[config.mk]
export PLATFORM = sky130hd
export DESIGN_NAME = reciprocal_frequency_meter
export DESIGN_NICKNAME = d
export VERILOG_FILES = /design/src/design/rfm_pkg.sv /design/src/design/reciprocal_frequency_meter.sv /design/src/design/rfm_fifo.sv /design/src/design/rfm_front.sv /design/src/design/rfm_back.sv
export SDC_FILE = /design/constraint.sdc
export NUM_CORES = 1
export LEC_CHECK = 0
export ABC_AREA = 1
export BUFFER_PORTS_ARGS = -buffer_cell sky130_fd_sc_hd__buf_2
export CORE_UTILIZATION = 42
export CTS_CLUSTER_DIAMETER = 80
export CTS_CLUSTER_SIZE = 10
export DETAILED_ROUTE_END_ITERATION = 8
export GPL_ROUTABILITY_DRIVEN = 0
export SYNTH_ARGS = -nofsm -noshare
export SYNTH_HDL_FRONTEND = slang
export SYNTH_HIERARCHICAL = 1
export SYNTH_SLANG_ARGS = --single-unit
[constraint.sdc]
create_clock -name clk_i -period 8.8 [get_ports clk_i]
set_clock_uncertainty 0.15 [all_clocks]
set_input_delay 1.76 -clock clk_i [delete_from_list [all_inputs] [get_ports clk_i]]
set_output_delay 1.76 -clock clk_i [all_outputs]
set_load 0.02 [all_outputs]
[src/design/rfm_pkg.sv]
package rfm_pkg;

  // Result and datapath field widths
  localparam int unsigned VALUE_W = 31;
  localparam int unsigned DEC_W   = 2;
  localparam int unsigned REF_W   = 16;  // reference clock rate fits 16 bits
  localparam int unsigned SCALE_W = 10;  // decade factors up to 1000

  localparam logic [VALUE_W-1:0] VALUE_MAX = {VALUE_W{1'b1}};
  localparam logic [DEC_W-1:0]   DEC_MAX   = 2'd3;

  // What the back end does with one queued edge
  typedef enum logic [1:0] {
    KIND_FIRST   = 2'd0,
    KIND_ZERO    = 2'd1,
    KIND_MEASURE = 2'd2
  } rfm_kind_e;

  // Queue status seen by both ends
  typedef struct packed {
    logic full;
    logic empty;
  } rfm_fifo_status_t;

  // Scale applied to the ratio for a given number of decimals
  function automatic logic [SCALE_W-1:0] decade_scale(logic [DEC_W-1:0] dec);
    logic [SCALE_W-1:0] s;
    case (dec)
      2'd3:    s = 10'd1000;
      2'd2:    s = 10'd100;
      2'd1:    s = 10'd10;
      default: s = 10'd1;
    endcase
    return s;
  endfunction

  // Upper frequency bound (exclusive) that still allows this many decimals
  function automatic logic [SCALE_W-1:0] decade_threshold(logic [DEC_W-1:0] dec);
    logic [SCALE_W-1:0] t;
    case (dec)
      2'd3:    t = 10'd10;
      2'd2:    t = 10'd100;
      default: t = 10'd1000;
    endcase
    return t;
  endfunction

endpackage

[src/design/reciprocal_frequency_meter.sv]
// Reciprocal frequency meter. Each input transfer is one gate edge with
// snapshots of the reference tick counter and the pulse counter; each edge
// yields exactly one result, in order. The first edge after reset only
// stores the snapshots and returns the held result (0 with 3 decimals).
// Later edges give floor(dp * REF_CLOCK_HZ * 10^decimals / dt) with 3, 2, 1
// or 0 decimals for frequencies below 10, 100, 1000 Hz or above, saturated
// at 2^31-1; a zero tick interval returns the previous result with
// zero_interval set. A front end classifies edges into a two-entry queue,
// so edges can be queued while a measurement runs. A measurement steps
// through multiply, up to four decade compares, scaling, the bit-serial
// restoring divider, which produces COUNTER_WIDTH + 26 quotient bits, and
// saturation in the back end; a first edge or zero interval goes straight
// to the result.
module reciprocal_frequency_meter #(
  parameter int unsigned COUNTER_WIDTH = 16,
  parameter int unsigned REF_CLOCK_HZ  = 32768
) (
  input  logic                            clk_i,
  input  logic                            rst_ni,
  input  logic                            in_valid_i,
  output logic                            in_ready_o,
  input  logic [COUNTER_WIDTH-1:0]        tick_count_i,
  input  logic [COUNTER_WIDTH-1:0]        pulse_count_i,
  output logic                            out_valid_o,
  input  logic                            out_ready_i,
  output logic [rfm_pkg::VALUE_W-1:0]     scaled_value_o,
  output logic [rfm_pkg::DEC_W-1:0]       decimals_o,
  output logic                            measured_o,
  output logic                            zero_interval_o
);

  localparam int unsigned CW      = COUNTER_WIDTH;
  localparam int unsigned ENTRY_W = 2 + 2 * CW;

  rfm_pkg::rfm_fifo_status_t status;
  rfm_pkg::rfm_kind_e        push_kind;
  logic [CW-1:0]             push_dt;
  logic [CW-1:0]             push_dp;
  logic                      push;
  logic                      pop;
  logic [ENTRY_W-1:0]        pop_data;

  rfm_front #(
    .COUNTER_WIDTH(COUNTER_WIDTH)
  ) u_front (
    .clk_i        (clk_i),
    .rst_ni       (rst_ni),
    .in_valid_i   (in_valid_i),
    .in_ready_o   (in_ready_o),
    .tick_count_i (tick_count_i),
    .pulse_count_i(pulse_count_i),
    .status_i     (status),
    .push_o       (push),
    .kind_o       (push_kind),
    .dt_o         (push_dt),
    .dp_o         (push_dp)
  );

  // Queue entry: kind, tick interval, pulse interval
  rfm_fifo #(
    .WIDTH(ENTRY_W),
    .DEPTH(2)
  ) u_fifo (
    .clk_i      (clk_i),
    .rst_ni     (rst_ni),
    .push_i     (push),
    .push_data_i({push_kind, push_dt, push_dp}),
    .pop_i      (pop),
    .pop_data_o (pop_data),
    .status_o   (status)
  );

  rfm_back #(
    .COUNTER_WIDTH(COUNTER_WIDTH),
    .REF_CLOCK_HZ (REF_CLOCK_HZ)
  ) u_back (
    .clk_i          (clk_i),
    .rst_ni         (rst_ni),
    .status_i       (status),
    .pop_o          (pop),
    .kind_i         (rfm_pkg::rfm_kind_e'(pop_data[ENTRY_W-1:2*CW])),
    .dt_i           (pop_data[2*CW-1:CW]),
    .dp_i           (pop_data[CW-1:0]),
    .out_valid_o    (out_valid_o),
    .out_ready_i    (out_ready_i),
    .scaled_value_o (scaled_value_o),
    .decimals_o     (decimals_o),
    .measured_o     (measured_o),
    .zero_interval_o(zero_interval_o)
  );

  // A full queue never takes a push, an empty one never gives a pop
  a_queue_bounds: assert property (@(posedge clk_i) disable iff (!rst_ni)
    !(push && status.full) && !(pop && status.empty))
    else $error("queue overflow or underflow");

  // A result is either a new measurement, a zero interval or neither
  a_flags_exclusive: assert property (@(posedge clk_i) disable iff (!rst_ni)
    out_valid_o |-> !(measured_o && zero_interval_o))
    else $error("measured and zero_interval both set");

  // Decimals chosen so a measured value has at most four digits with three decimals and at least four otherwise
  a_digits_upper: assert property (@(posedge clk_i) disable iff (!rst_ni)
    (out_valid_o && measured_o && (decimals_o == 2'd3)) |->
      (scaled_value_o < 31'd10000))
    else $error("three-decimal result out of range");

  a_digits_lower: assert property (@(posedge clk_i) disable iff (!rst_ni)
    (out_valid_o && measured_o && (decimals_o != 2'd3)) |->
      (scaled_value_o >= 31'd1000))
    else $error("decade selection too coarse");

endmodule

[src/design/rfm_fifo.sv]
module rfm_fifo #(
  parameter int unsigned WIDTH = 34,
  parameter int unsigned DEPTH = 2
) (
  input  logic                      clk_i,
  input  logic                      rst_ni,
  input  logic                      push_i,
  input  logic [WIDTH-1:0]          push_data_i,
  input  logic                      pop_i,
  output logic [WIDTH-1:0]          pop_data_o,
  output rfm_pkg::rfm_fifo_status_t status_o
);

  localparam int unsigned PTR_W = (DEPTH > 1) ? $clog2(DEPTH) : 1;
  localparam int unsigned CNT_W = $clog2(DEPTH + 1);

  logic [WIDTH-1:0] mem_q [DEPTH];
  logic [PTR_W-1:0] wr_ptr_q, wr_ptr_d;
  logic [PTR_W-1:0] rd_ptr_q, rd_ptr_d;
  logic [CNT_W-1:0] count_q, count_d;

  assign status_o.full  = (count_q == CNT_W'(DEPTH));
  assign status_o.empty = (count_q == '0);
  assign pop_data_o     = mem_q[rd_ptr_q];

  // Pointer and fill count update
  always_comb begin
    wr_ptr_d = wr_ptr_q;
    rd_ptr_d = rd_ptr_q;
    count_d  = count_q;
    if (push_i) begin
      wr_ptr_d = (wr_ptr_q == PTR_W'(DEPTH - 1)) ? '0 : wr_ptr_q + 1'b1;
    end
    if (pop_i) begin
      rd_ptr_d = (rd_ptr_q == PTR_W'(DEPTH - 1)) ? '0 : rd_ptr_q + 1'b1;
    end
    if (push_i && !pop_i) begin
      count_d = count_q + 1'b1;
    end else if (!push_i && pop_i) begin
      count_d = count_q - 1'b1;
    end
  end

  always_ff @(posedge clk_i or negedge rst_ni) begin
    if (!rst_ni) begin
      wr_ptr_q <= '0;
      rd_ptr_q <= '0;
      count_q  <= '0;
    end else begin
      wr_ptr_q <= wr_ptr_d;
      rd_ptr_q <= rd_ptr_d;
      count_q  <= count_d;
    end
  end

  // Entry storage
  always_ff @(posedge clk_i) begin
    if (push_i) begin
      mem_q[wr_ptr_q] <= push_data_i;
    end
  end

endmodule

[src/design/rfm_front.sv]
module rfm_front #(
  parameter int unsigned COUNTER_WIDTH = 16
) (
  input  logic                      clk_i,
  input  logic                      rst_ni,
  input  logic                      in_valid_i,
  output logic                      in_ready_o,
  input  logic [COUNTER_WIDTH-1:0]  tick_count_i,
  input  logic [COUNTER_WIDTH-1:0]  pulse_count_i,
  input  rfm_pkg::rfm_fifo_status_t status_i,
  output logic                      push_o,
  output rfm_pkg::rfm_kind_e        kind_o,
  output logic [COUNTER_WIDTH-1:0]  dt_o,
  output logic [COUNTER_WIDTH-1:0]  dp_o
);

  logic                     awaiting_q;
  logic [COUNTER_WIDTH-1:0] prev_ticks_q;
  logic [COUNTER_WIDTH-1:0] prev_pulses_q;

  assign in_ready_o = !status_i.full;
  assign push_o     = in_valid_i && in_ready_o;

  // Wrapping intervals since the previous edge
  assign dt_o = tick_count_i - prev_ticks_q;
  assign dp_o = pulse_count_i - prev_pulses_q;

  // Classify the edge
  always_comb begin
    if (awaiting_q) begin
      kind_o = rfm_pkg::KIND_FIRST;
    end else if (dt_o == '0) begin
      kind_o = rfm_pkg::KIND_ZERO;
    end else begin
      kind_o = rfm_pkg::KIND_MEASURE;
    end
  end

  // Snapshots become the previous values on every transfer
  always_ff @(posedge clk_i or negedge rst_ni) begin
    if (!rst_ni) begin
      awaiting_q    <= 1'b1;
      prev_ticks_q  <= '0;
      prev_pulses_q <= '0;
    end else if (push_o) begin
      awaiting_q    <= 1'b0;
      prev_ticks_q  <= tick_count_i;
      prev_pulses_q <= pulse_count_i;
    end
  end

endmodule

[src/design/rfm_back.sv]
module rfm_back #(
  parameter int unsigned COUNTER_WIDTH = 16,
  parameter int unsigned REF_CLOCK_HZ  = 32768
) (
  input  logic                             clk_i,
  input  logic                             rst_ni,
  input  rfm_pkg::rfm_fifo_status_t        status_i,
  output logic                             pop_o,
  input  rfm_pkg::rfm_kind_e               kind_i,
  input  logic [COUNTER_WIDTH-1:0]         dt_i,
  input  logic [COUNTER_WIDTH-1:0]         dp_i,
  output logic                             out_valid_o,
  input  logic                             out_ready_i,
  output logic [rfm_pkg::VALUE_W-1:0]      scaled_value_o,
  output logic [rfm_pkg::DEC_W-1:0]        decimals_o,
  output logic                             measured_o,
  output logic                             zero_interval_o
);

  localparam int unsigned CW     = COUNTER_WIDTH;
  localparam int unsigned NUM_W  = CW + rfm_pkg::REF_W;
  localparam int unsigned THR_W  = CW + rfm_pkg::SCALE_W;
  localparam int unsigned DIVD_W = NUM_W + rfm_pkg::SCALE_W;
  localparam int unsigned CNT_W  = $clog2(DIVD_W);
  localparam int unsigned VW     = rfm_pkg::VALUE_W;
  localparam int unsigned DW     = rfm_pkg::DEC_W;
  localparam logic [rfm_pkg::REF_W-1:0] RefHz = rfm_pkg::REF_W'(REF_CLOCK_HZ);

  typedef enum logic [6:0] {
    S_IDLE  = 7'b0000001,
    S_MUL   = 7'b0000010,
    S_CMP   = 7'b0000100,
    S_SCALE = 7'b0001000,
    S_DIV   = 7'b0010000,
    S_SAT   = 7'b0100000,
    S_DONE  = 7'b1000000
  } rfm_back_state_e;

  rfm_back_state_e state_q, state_d;

  logic          out_valid_q, out_valid_d;
  logic [VW-1:0] held_value_q, held_value_d;
  logic [DW-1:0] held_dec_q, held_dec_d;

  logic [CW-1:0]     dt_q, dt_d;
  logic [CW-1:0]     dp_q, dp_d;
  logic [NUM_W-1:0]  num_q, num_d;
  logic [DW-1:0]     dec_q, dec_d;
  logic [DIVD_W-1:0] quo_q, quo_d;
  logic [CW-1:0]     rem_q, rem_d;
  logic [CNT_W-1:0]  cnt_q, cnt_d;
  logic              meas_q, meas_d;
  logic              zero_q, zero_d;
  logic [VW-1:0]     out_value_q, out_value_d;
  logic [DW-1:0]     out_dec_q, out_dec_d;
  logic              out_meas_q, out_meas_d;
  logic              out_zero_q, out_zero_d;

  logic [THR_W-1:0]  thr;
  logic [CW:0]       trial;
  logic              fits;
  logic              over;

  assign pop_o = (state_q == S_IDLE) && !status_i.empty;

  // Decade bound, division step and saturation datapath
  assign thr   = THR_W'(dt_q) * THR_W'(rfm_pkg::decade_threshold(dec_q));
  assign trial = {rem_q, quo_q[DIVD_W-1]};
  assign fits  = (trial >= {1'b0, dt_q});
  assign over  = |quo_q[DIVD_W-1:VW];

  // Sequencer
  always_comb begin
    state_d      = state_q;
    out_valid_d  = out_valid_q;
    held_value_d = held_value_q;
    held_dec_d   = held_dec_q;
    dt_d         = dt_q;
    dp_d         = dp_q;
    num_d        = num_q;
    dec_d        = dec_q;
    quo_d        = quo_q;
    rem_d        = rem_q;
    cnt_d        = cnt_q;
    meas_d       = meas_q;
    zero_d       = zero_q;
    out_value_d  = out_value_q;
    out_dec_d    = out_dec_q;
    out_meas_d   = out_meas_q;
    out_zero_d   = out_zero_q;

    if (out_valid_q && out_ready_i) begin
      out_valid_d = 1'b0;
    end

    case (state_q)
      S_IDLE: begin
        if (pop_o) begin
          dt_d = dt_i;
          dp_d = dp_i;
          case (kind_i)
            rfm_pkg::KIND_MEASURE: begin
              meas_d  = 1'b1;
              zero_d  = 1'b0;
              state_d = S_MUL;
            end
            rfm_pkg::KIND_ZERO: begin
              meas_d  = 1'b0;
              zero_d  = 1'b1;
              state_d = S_DONE;
            end
            default: begin
              meas_d  = 1'b0;
              zero_d  = 1'b0;
              state_d = S_DONE;
            end
          endcase
        end
      end
      S_MUL: begin
        num_d   = NUM_W'(dp_q) * NUM_W'(RefHz);
        dec_d   = rfm_pkg::DEC_MAX;
        state_d = S_CMP;
      end
      // One decade bound per cycle, most decimals first
      S_CMP: begin
        if ((dec_q == '0) || (num_q < NUM_W'(thr))) begin
          state_d = S_SCALE;
        end else begin
          dec_d = dec_q - 1'b1;
        end
      end
      S_SCALE: begin
        quo_d   = DIVD_W'(num_q) * DIVD_W'(rfm_pkg::decade_scale(dec_q));
        rem_d   = '0;
        cnt_d   = CNT_W'(DIVD_W - 1);
        state_d = S_DIV;
      end
      // Restoring division, one quotient bit per cycle
      S_DIV: begin
        rem_d = fits ? CW'(trial - {1'b0, dt_q}) : trial[CW-1:0];
        quo_d = {quo_q[DIVD_W-2:0], fits};
        if (cnt_q == '0) begin
          state_d = S_SAT;
        end else begin
          cnt_d = cnt_q - 1'b1;
        end
      end
      S_SAT: begin
        held_value_d = over ? rfm_pkg::VALUE_MAX : quo_q[VW-1:0];
        held_dec_d   = dec_q;
        state_d      = S_DONE;
      end
      S_DONE: begin
        if (!out_valid_q || out_ready_i) begin
          out_valid_d = 1'b1;
          out_value_d = held_value_q;
          out_dec_d   = held_dec_q;
          out_meas_d  = meas_q;
          out_zero_d  = zero_q;
          state_d     = S_IDLE;
        end
      end
      default: begin
        state_d = S_IDLE;
      end
    endcase
  end

  always_ff @(posedge clk_i or negedge rst_ni) begin
    if (!rst_ni) begin
      state_q      <= S_IDLE;
      out_valid_q  <= 1'b0;
      held_value_q <= '0;
      held_dec_q   <= rfm_pkg::DEC_MAX;
    end else begin
      state_q      <= state_d;
      out_valid_q  <= out_valid_d;
      held_value_q <= held_value_d;
      held_dec_q   <= held_dec_d;
    end
  end

  // Datapath registers
  always_ff @(posedge clk_i) begin
    dt_q        <= dt_d;
    dp_q        <= dp_d;
    num_q       <= num_d;
    dec_q       <= dec_d;
    quo_q       <= quo_d;
    rem_q       <= rem_d;
    cnt_q       <= cnt_d;
    meas_q      <= meas_d;
    zero_q      <= zero_d;
    out_value_q <= out_value_d;
    out_dec_q   <= out_dec_d;
    out_meas_q  <= out_meas_d;
    out_zero_q  <= out_zero_d;
  end

  assign out_valid_o     = out_valid_q;
  assign scaled_value_o  = out_value_q;
  assign decimals_o      = out_dec_q;
  assign measured_o      = out_meas_q;
  assign zero_interval_o = out_zero_q;

endmodule
Yosys cells after proc, flatten, opt, wreduce, memory -nomap -nowiden. Memories as Yosys holds them, arrays and structs flattened. Cells that the tools add are included.

$add $sub $neg: 9. $mul: 2. Magnitude comparators: 2. Equality and inequality tests: 19. Multiplexer cells: 30. Reductions and logical operators: 25.

Operators by type and width (count): $pmux W42 S2 (1); $mul A16 B10 Y26 (2); $pmux W7 S7 (1); $sub A16 B16 Y16 (3); $mux W7 (5); $pmux W16 S2 (1); $lt A31 B26 Y1 (1); $mux W31 (1); $pmux W10 S3 (1); $pmux W10 S2 (1); $ge A17 B16 Y1 (1); $logic_not A16 Y1 (1); $mux W16 (1); $pmux W6 S2 (1); $reduce_or A11 Y1 (1); $mux W10 (1); $mux W2 (5); $mux W1 (9); $eq A2 B2 Y1 const B (4); $reduce_and A2 Y1 (4); $eq A7 B1 Y1 const B (1); $eq A7 B2 Y1 const B (1); $eq A7 B3 Y1 const B (1); $eq A7 B4 Y1 const B (1); other kinds (19) (38).

Register bits: 229. Memory bits (writable): 68. Input port bits: 36. Output and inout bits: 37. Memories: 1.

Memory list: u_fifo.mem_q (depth 2, bits a word 34, read ports 1, clocked after memory_dff 0, write ports 1, line rfm_fifo.sv:17) `logic [WIDTH-1:0] mem_q [DEPTH];`.

Depth between registers and ports, before layout.
Depth after elaboration: 7. Gate-level depth with buffers: 34. Depth with buffers taken out: 33.

Modules after synthesis. Netlist, hierarchy kept.

By module, submodules not included: rfm_back (instances 1, cells an instance 1902, area each 17360.4 um^2, seq. area each 5564.1 um^2); rfm_front (instances 1, cells an instance 499, area each 3220.6 um^2, seq. area each 827.0 um^2); rfm_fifo (instances 1, cells an instance 131, area each 2811.4 um^2, seq. area each 2142.1 um^2).

Least setup slack after synthesis. Ideal clock, no wire load.

Path type: reg2reg. Start point: register u_back.dec_q[0]. End point: register u_back.dec_q[0], enable pin. Arrival: 6.188 ns. Setup slack: 2.159 ns. Cell stages (with the launch flop): 33. Period minus slack after synthesis: 6.641 ns. Cells stage by stage: edfxtp_1 -> clkbuf_1 -> inv_1 -> ha_1 -> inv_1 -> clkbuf_1 -> nand2_1 -> fa_1 -> inv_1 -> fa_1 -> inv_1 -> fa_1 -> fa_1 -> inv_1 -> ha_1 -> ha_1 -> nand3_1 -> nand3_1 -> nand2_1 -> nand2_1 -> a21oi_1 -> o21bai_1 -> nand3_1 -> nand2_1 -> xor2_1 -> ha_1 -> nand2_1 -> nor2_1 -> and3_1 -> nand4_1 -> nand2_1 -> nand2_1 -> nand2_1.

Cells in the longest elaborated chain, start to end: 7.

Ends and longest elaborated chain: start: declaration (line rfm_back.sv:48) `logic [DW-1:0] dec_q, dec_d;`; start signal: assignment (line rfm_back.sv:189) `dec_q <= dec_d;`; $eq A2 B2 Y1 (line rfm_pkg.sv:40) `case (dec)`; $pmux W10 S2 (line rfm_pkg.sv:40); $mul A16 B10 Y26 (line rfm_back.sv:67) `assign thr = THR_W'(dt_q) * THR_W'(rfm_pkg::decade_threshold(dec_q));`; $lt A31 B26 Y1 (line rfm_back.sv:127) `if ((dec_q == '0) || (num_q < NUM_W'(thr))) begin`; $logic_or A1 B1 Y1 (*) (line rfm_back.sv:127); $ne A2 B2 Y1 (no line) (*); $reduce_and A2 Y1 (no line) (*).

Mark *: on every way between the ends. The rest lies on a longest branch, timed or not. A chain may end at the register's enable or synchronous reset.

Worst setup path after layout.
Start point: register u_back.dec_q[0]. End point: register u_back.dec_q[1], enable pin.

Same word-level chain as after synthesis.

==> run_results.csv <==
group,metric,value,unit
drt,routed-via-count,16800,
worst_setup_path,cp_max_fo,21,
die,io_pins,73,
flow_run,drv_cap,0,
worst_setup_path,crit_type,"register to register",
timing,fin_crit,7910,ps
drt,via_per_inst,4.95,
clock_tree,cts_max_path_buffers,3,
cells_and_area,register_area,0.00853,mm^2
die,die_area,0.0566,mm^2
clock_tree,clkSinkCount,297,
timing,finalHoldViolCount,0,
die,start_util,42.5,%
timing,fin_crit_sh,89.9,%
grt,grt_usage,18.5,%
grt,grt_pass1_vias,17200,
synth,avgSynthCellArea,9.24,um^2
worst_setup_path,cp-end-kind,"register",
synth,yosysWarnings,6,
synth,syn_inst,2532,
worst_hold_path,hold_class,"register to register",
synth,synth.cell_area,0.0234,mm^2
placement,portBuffers,72,
synth,yosysTopAreaCellShare,28.1,%
grt,grt_max_degree,58,
cells_and_area,multi_input_area,0.0128,mm^2
timing,worstMarginPinSlew,1140,ps
timing,finalSetupViolations,0,
synth,synth-seq-area-share,36.5,%
timing,rsz0062_at_grt,"no",
clock_tree,post_cts_buffers,0,
synth,synth_flop_cell,"edfxtp_1",
worst_setup_path,regToRegSetupSlack,890,ps
synth,synth_area_leaders,"edfxtp_1 (28%), fa_1 (15%), ha_1 (12%)",
clock_tree,clockRootBuffer,"clkbuf_16",
drt,drt_iter0_drc,869,
clock_tree,numCtsBuffers,37,
worst_setup_path,cp_slowest_cell,"edfxtp_1",
clock_tree,clock_latency,560,ps
drt,wl_met1,22300,um
drt,ant_nets,0,
worst_setup_path,cpPeakStageDelay,880,ps
timing,tns,0,ps
clock_tree,ctsHoldBuffers,0,
synth,synth_nets,2966,
die,coreArea,0.0551,mm^2
cells_and_area,fill_cells,5281,
die,num_rows,86,
synth,synth_edf_count,219,
clock_tree,path_clk_slew,60,ps
drt,wl_met2,25200,um
cells_and_area,finalNetCount,3040,
drt,met3RoutedLength,1820,um
worst_setup_path,crit_top_cell,"nand2_1",
worst_setup_path,cp.arrival,8020,ps
synth,synthArstFlopShare,26.3,%
worst_setup_path,cp.required,8910,ps
die,die_h,238,um
die,die_w,238,um
drt,drc,0,
synth,yosys.area.top_type,"edfxtp_1",
worst_setup_path,cp-start-kind,"register",
drt,dr.pass1.iters,5,
cells_and_area,post-route-util,46.5,%
cells_and_area,drive_gt1_share,9.18,%
grt,grt_first_pass_wirelength,84100,um
clock_tree,htree_levels,2,
synth,yosys_register_bits,297,
run_status,status,"finished, final reports clean",
drt,dr.max_layer_used,"met4",
drt,wl_per_cell,15.1,um
grt,grt-ovfl-total,0,
clock_tree,cts_tree,"yes",
grt,antenna_found_initial,0,
synth,synth_common_cells,"nand2_1 (575), inv_1 (455), ha_1 (226)",
placement,hpwlAfterDp,39900,um
cells_and_area,syn2layout_area_growth,9.63,%
clock_tree,ctsResizeCount,0,
timing,fmax,0.126,GHz
drt,routed_wirelength,50900,um
synth,synth_most_common_cell,"nand2_1",
synth,synth.distinct_cells,55,
cells_and_area,antenna_cells,0,
timing,maxSlewViolCount,0,
timing,maxSlewHeadroom,23.6,%
## critical path, delay by kind of cell, from the launching register on
family,cells,cell delay [ps]
buffers and inverters,2,640
DFF,1,880
AOI/OAI and AO/OA,3,490
xor gates and xnor gates,1,170
adders and majority gates,8,2980
and+or+nand+nor,15,2300
## cell usage in the layout, fill, tap and decap left out, types with 3 or more instances in the layout
cell type,Yosys,routed
a21o_1,3,3
nor4_1,7,6
a21oi_2,4,4
nand2_2,10,11
o31ai_1,3,3
nand4_1,22,22
ha_1,226,226
xnor2_1,27,27
nor3_1,26,26
xor2_1,38,38
o21ai_2,4,4
mux2_4,29,29
fa_1,172,172
nor2_4,2,4
nand2_1,575,574
inv_1,455,455
o21ai_1,20,20
and2_1,3,3
o21bai_1,10,10
or2_2,6,6
clkbuf_1,32,24
buf_4,0,14
dfstp_2,4,4
nand3_1,76,76
nor2_1,188,185
edfxtp_1,219,219
a21oi_1,84,84
dfrtp_1,74,73
nand3b_1,8,8
clkbuf_16,0,37
o21ai_0,119,119
a211oi_1,4,4
nand2_4,4,4
a31oi_1,5,5
buf_2,8,71
mux2_2,5,5
nor2_2,15,16
nand3_2,3,3
inv_2,12,12
## final timing paths
check	startpoint	depth (start not counted)	endpoint
worst max register to register	u_back/dec_q[0]$_SDFFCE_PN1P_	29	u_back/dec_q[1]$_SDFFCE_PN1P_
min in group asynchronous	rst_ni	1	u_back/held_value_q[29]$_DFFE_PN0P_
worst max-delay path	u_back/dec_q[0]$_SDFFCE_PN1P_	29	u_back/dec_q[1]$_SDFFCE_PN1P_
max in group asynchronous	rst_ni	2	u_fifo/rd_ptr_q$_DFFE_PN0P_
worst min register to register	u_back/dp_q[9]$_DFFE_PP_	0	u_back/num_q[24]$_DFFE_PP_
worst min-delay path	u_back/dp_q[9]$_DFFE_PP_	0	u_back/num_q[24]$_DFFE_PP_
## final cells by class
class                           instances  area share, %
Inverter                              468           6.86
Clock buffer                           61           3.96
Tap cell                              748           3.65
Clock inverter                          7          0.381
Timing Repair Buffer                   85           1.80
Sequential cell                       297           33.3
Multi-Input combinational cell       1717           50.1
## through the flow
step	setup slack [ps]	hold WS, ps	cell area (um^2)	cells
after detailed placement	944	259	24500	3315
after CTS	897	270	25600	3383
final	888	268	25600	3383
after global routing	186	274	25600	3383
after floorplan	2160	250	23400	2532
after global placement	1160	253	24500	3315
## kinds of logic (layout without fill, tap and decap cells)
group,count (synthesis),after routing,share of synthesized area (%)
DFF,297,297,36.5
muxes,34,34,2.10
AOI/OAI and AO/OA,267,267,6.33
buffers and inverters,518,621,8.74
adders and majority gates,398,398,26.8
and+or+nand+nor,953,953,17.1
xor gates and xnor gates,65,65,2.43
## flip-flops by register name, indices dropped and copies added (netlist names), 6 cells and up
signal / count
u_back/scaled_value_o: 31
u_back/cnt_q: 6
u_front/prev_ticks_q: 16
u_fifo/mem_q: 68
u_back/held_value_q: 31
u_back/dt_q: 16
u_back/dp_q: 16
u_back/state_q: 7
u_back/quo_q: 42
u_back/num_q: 16
u_front/prev_pulses_q: 16
u_back/rem_q: 16
## layer usage
metal  GRT usage [%]  vias up
met1            23.2     8059
met4            6.76        0
met2            32.8      346
li1                -     8249
met5               0        -
met3            2.12       99
Power is not shown: default switching activity piles up to over one toggle a cycle in this logic, so the estimate is an artifact.
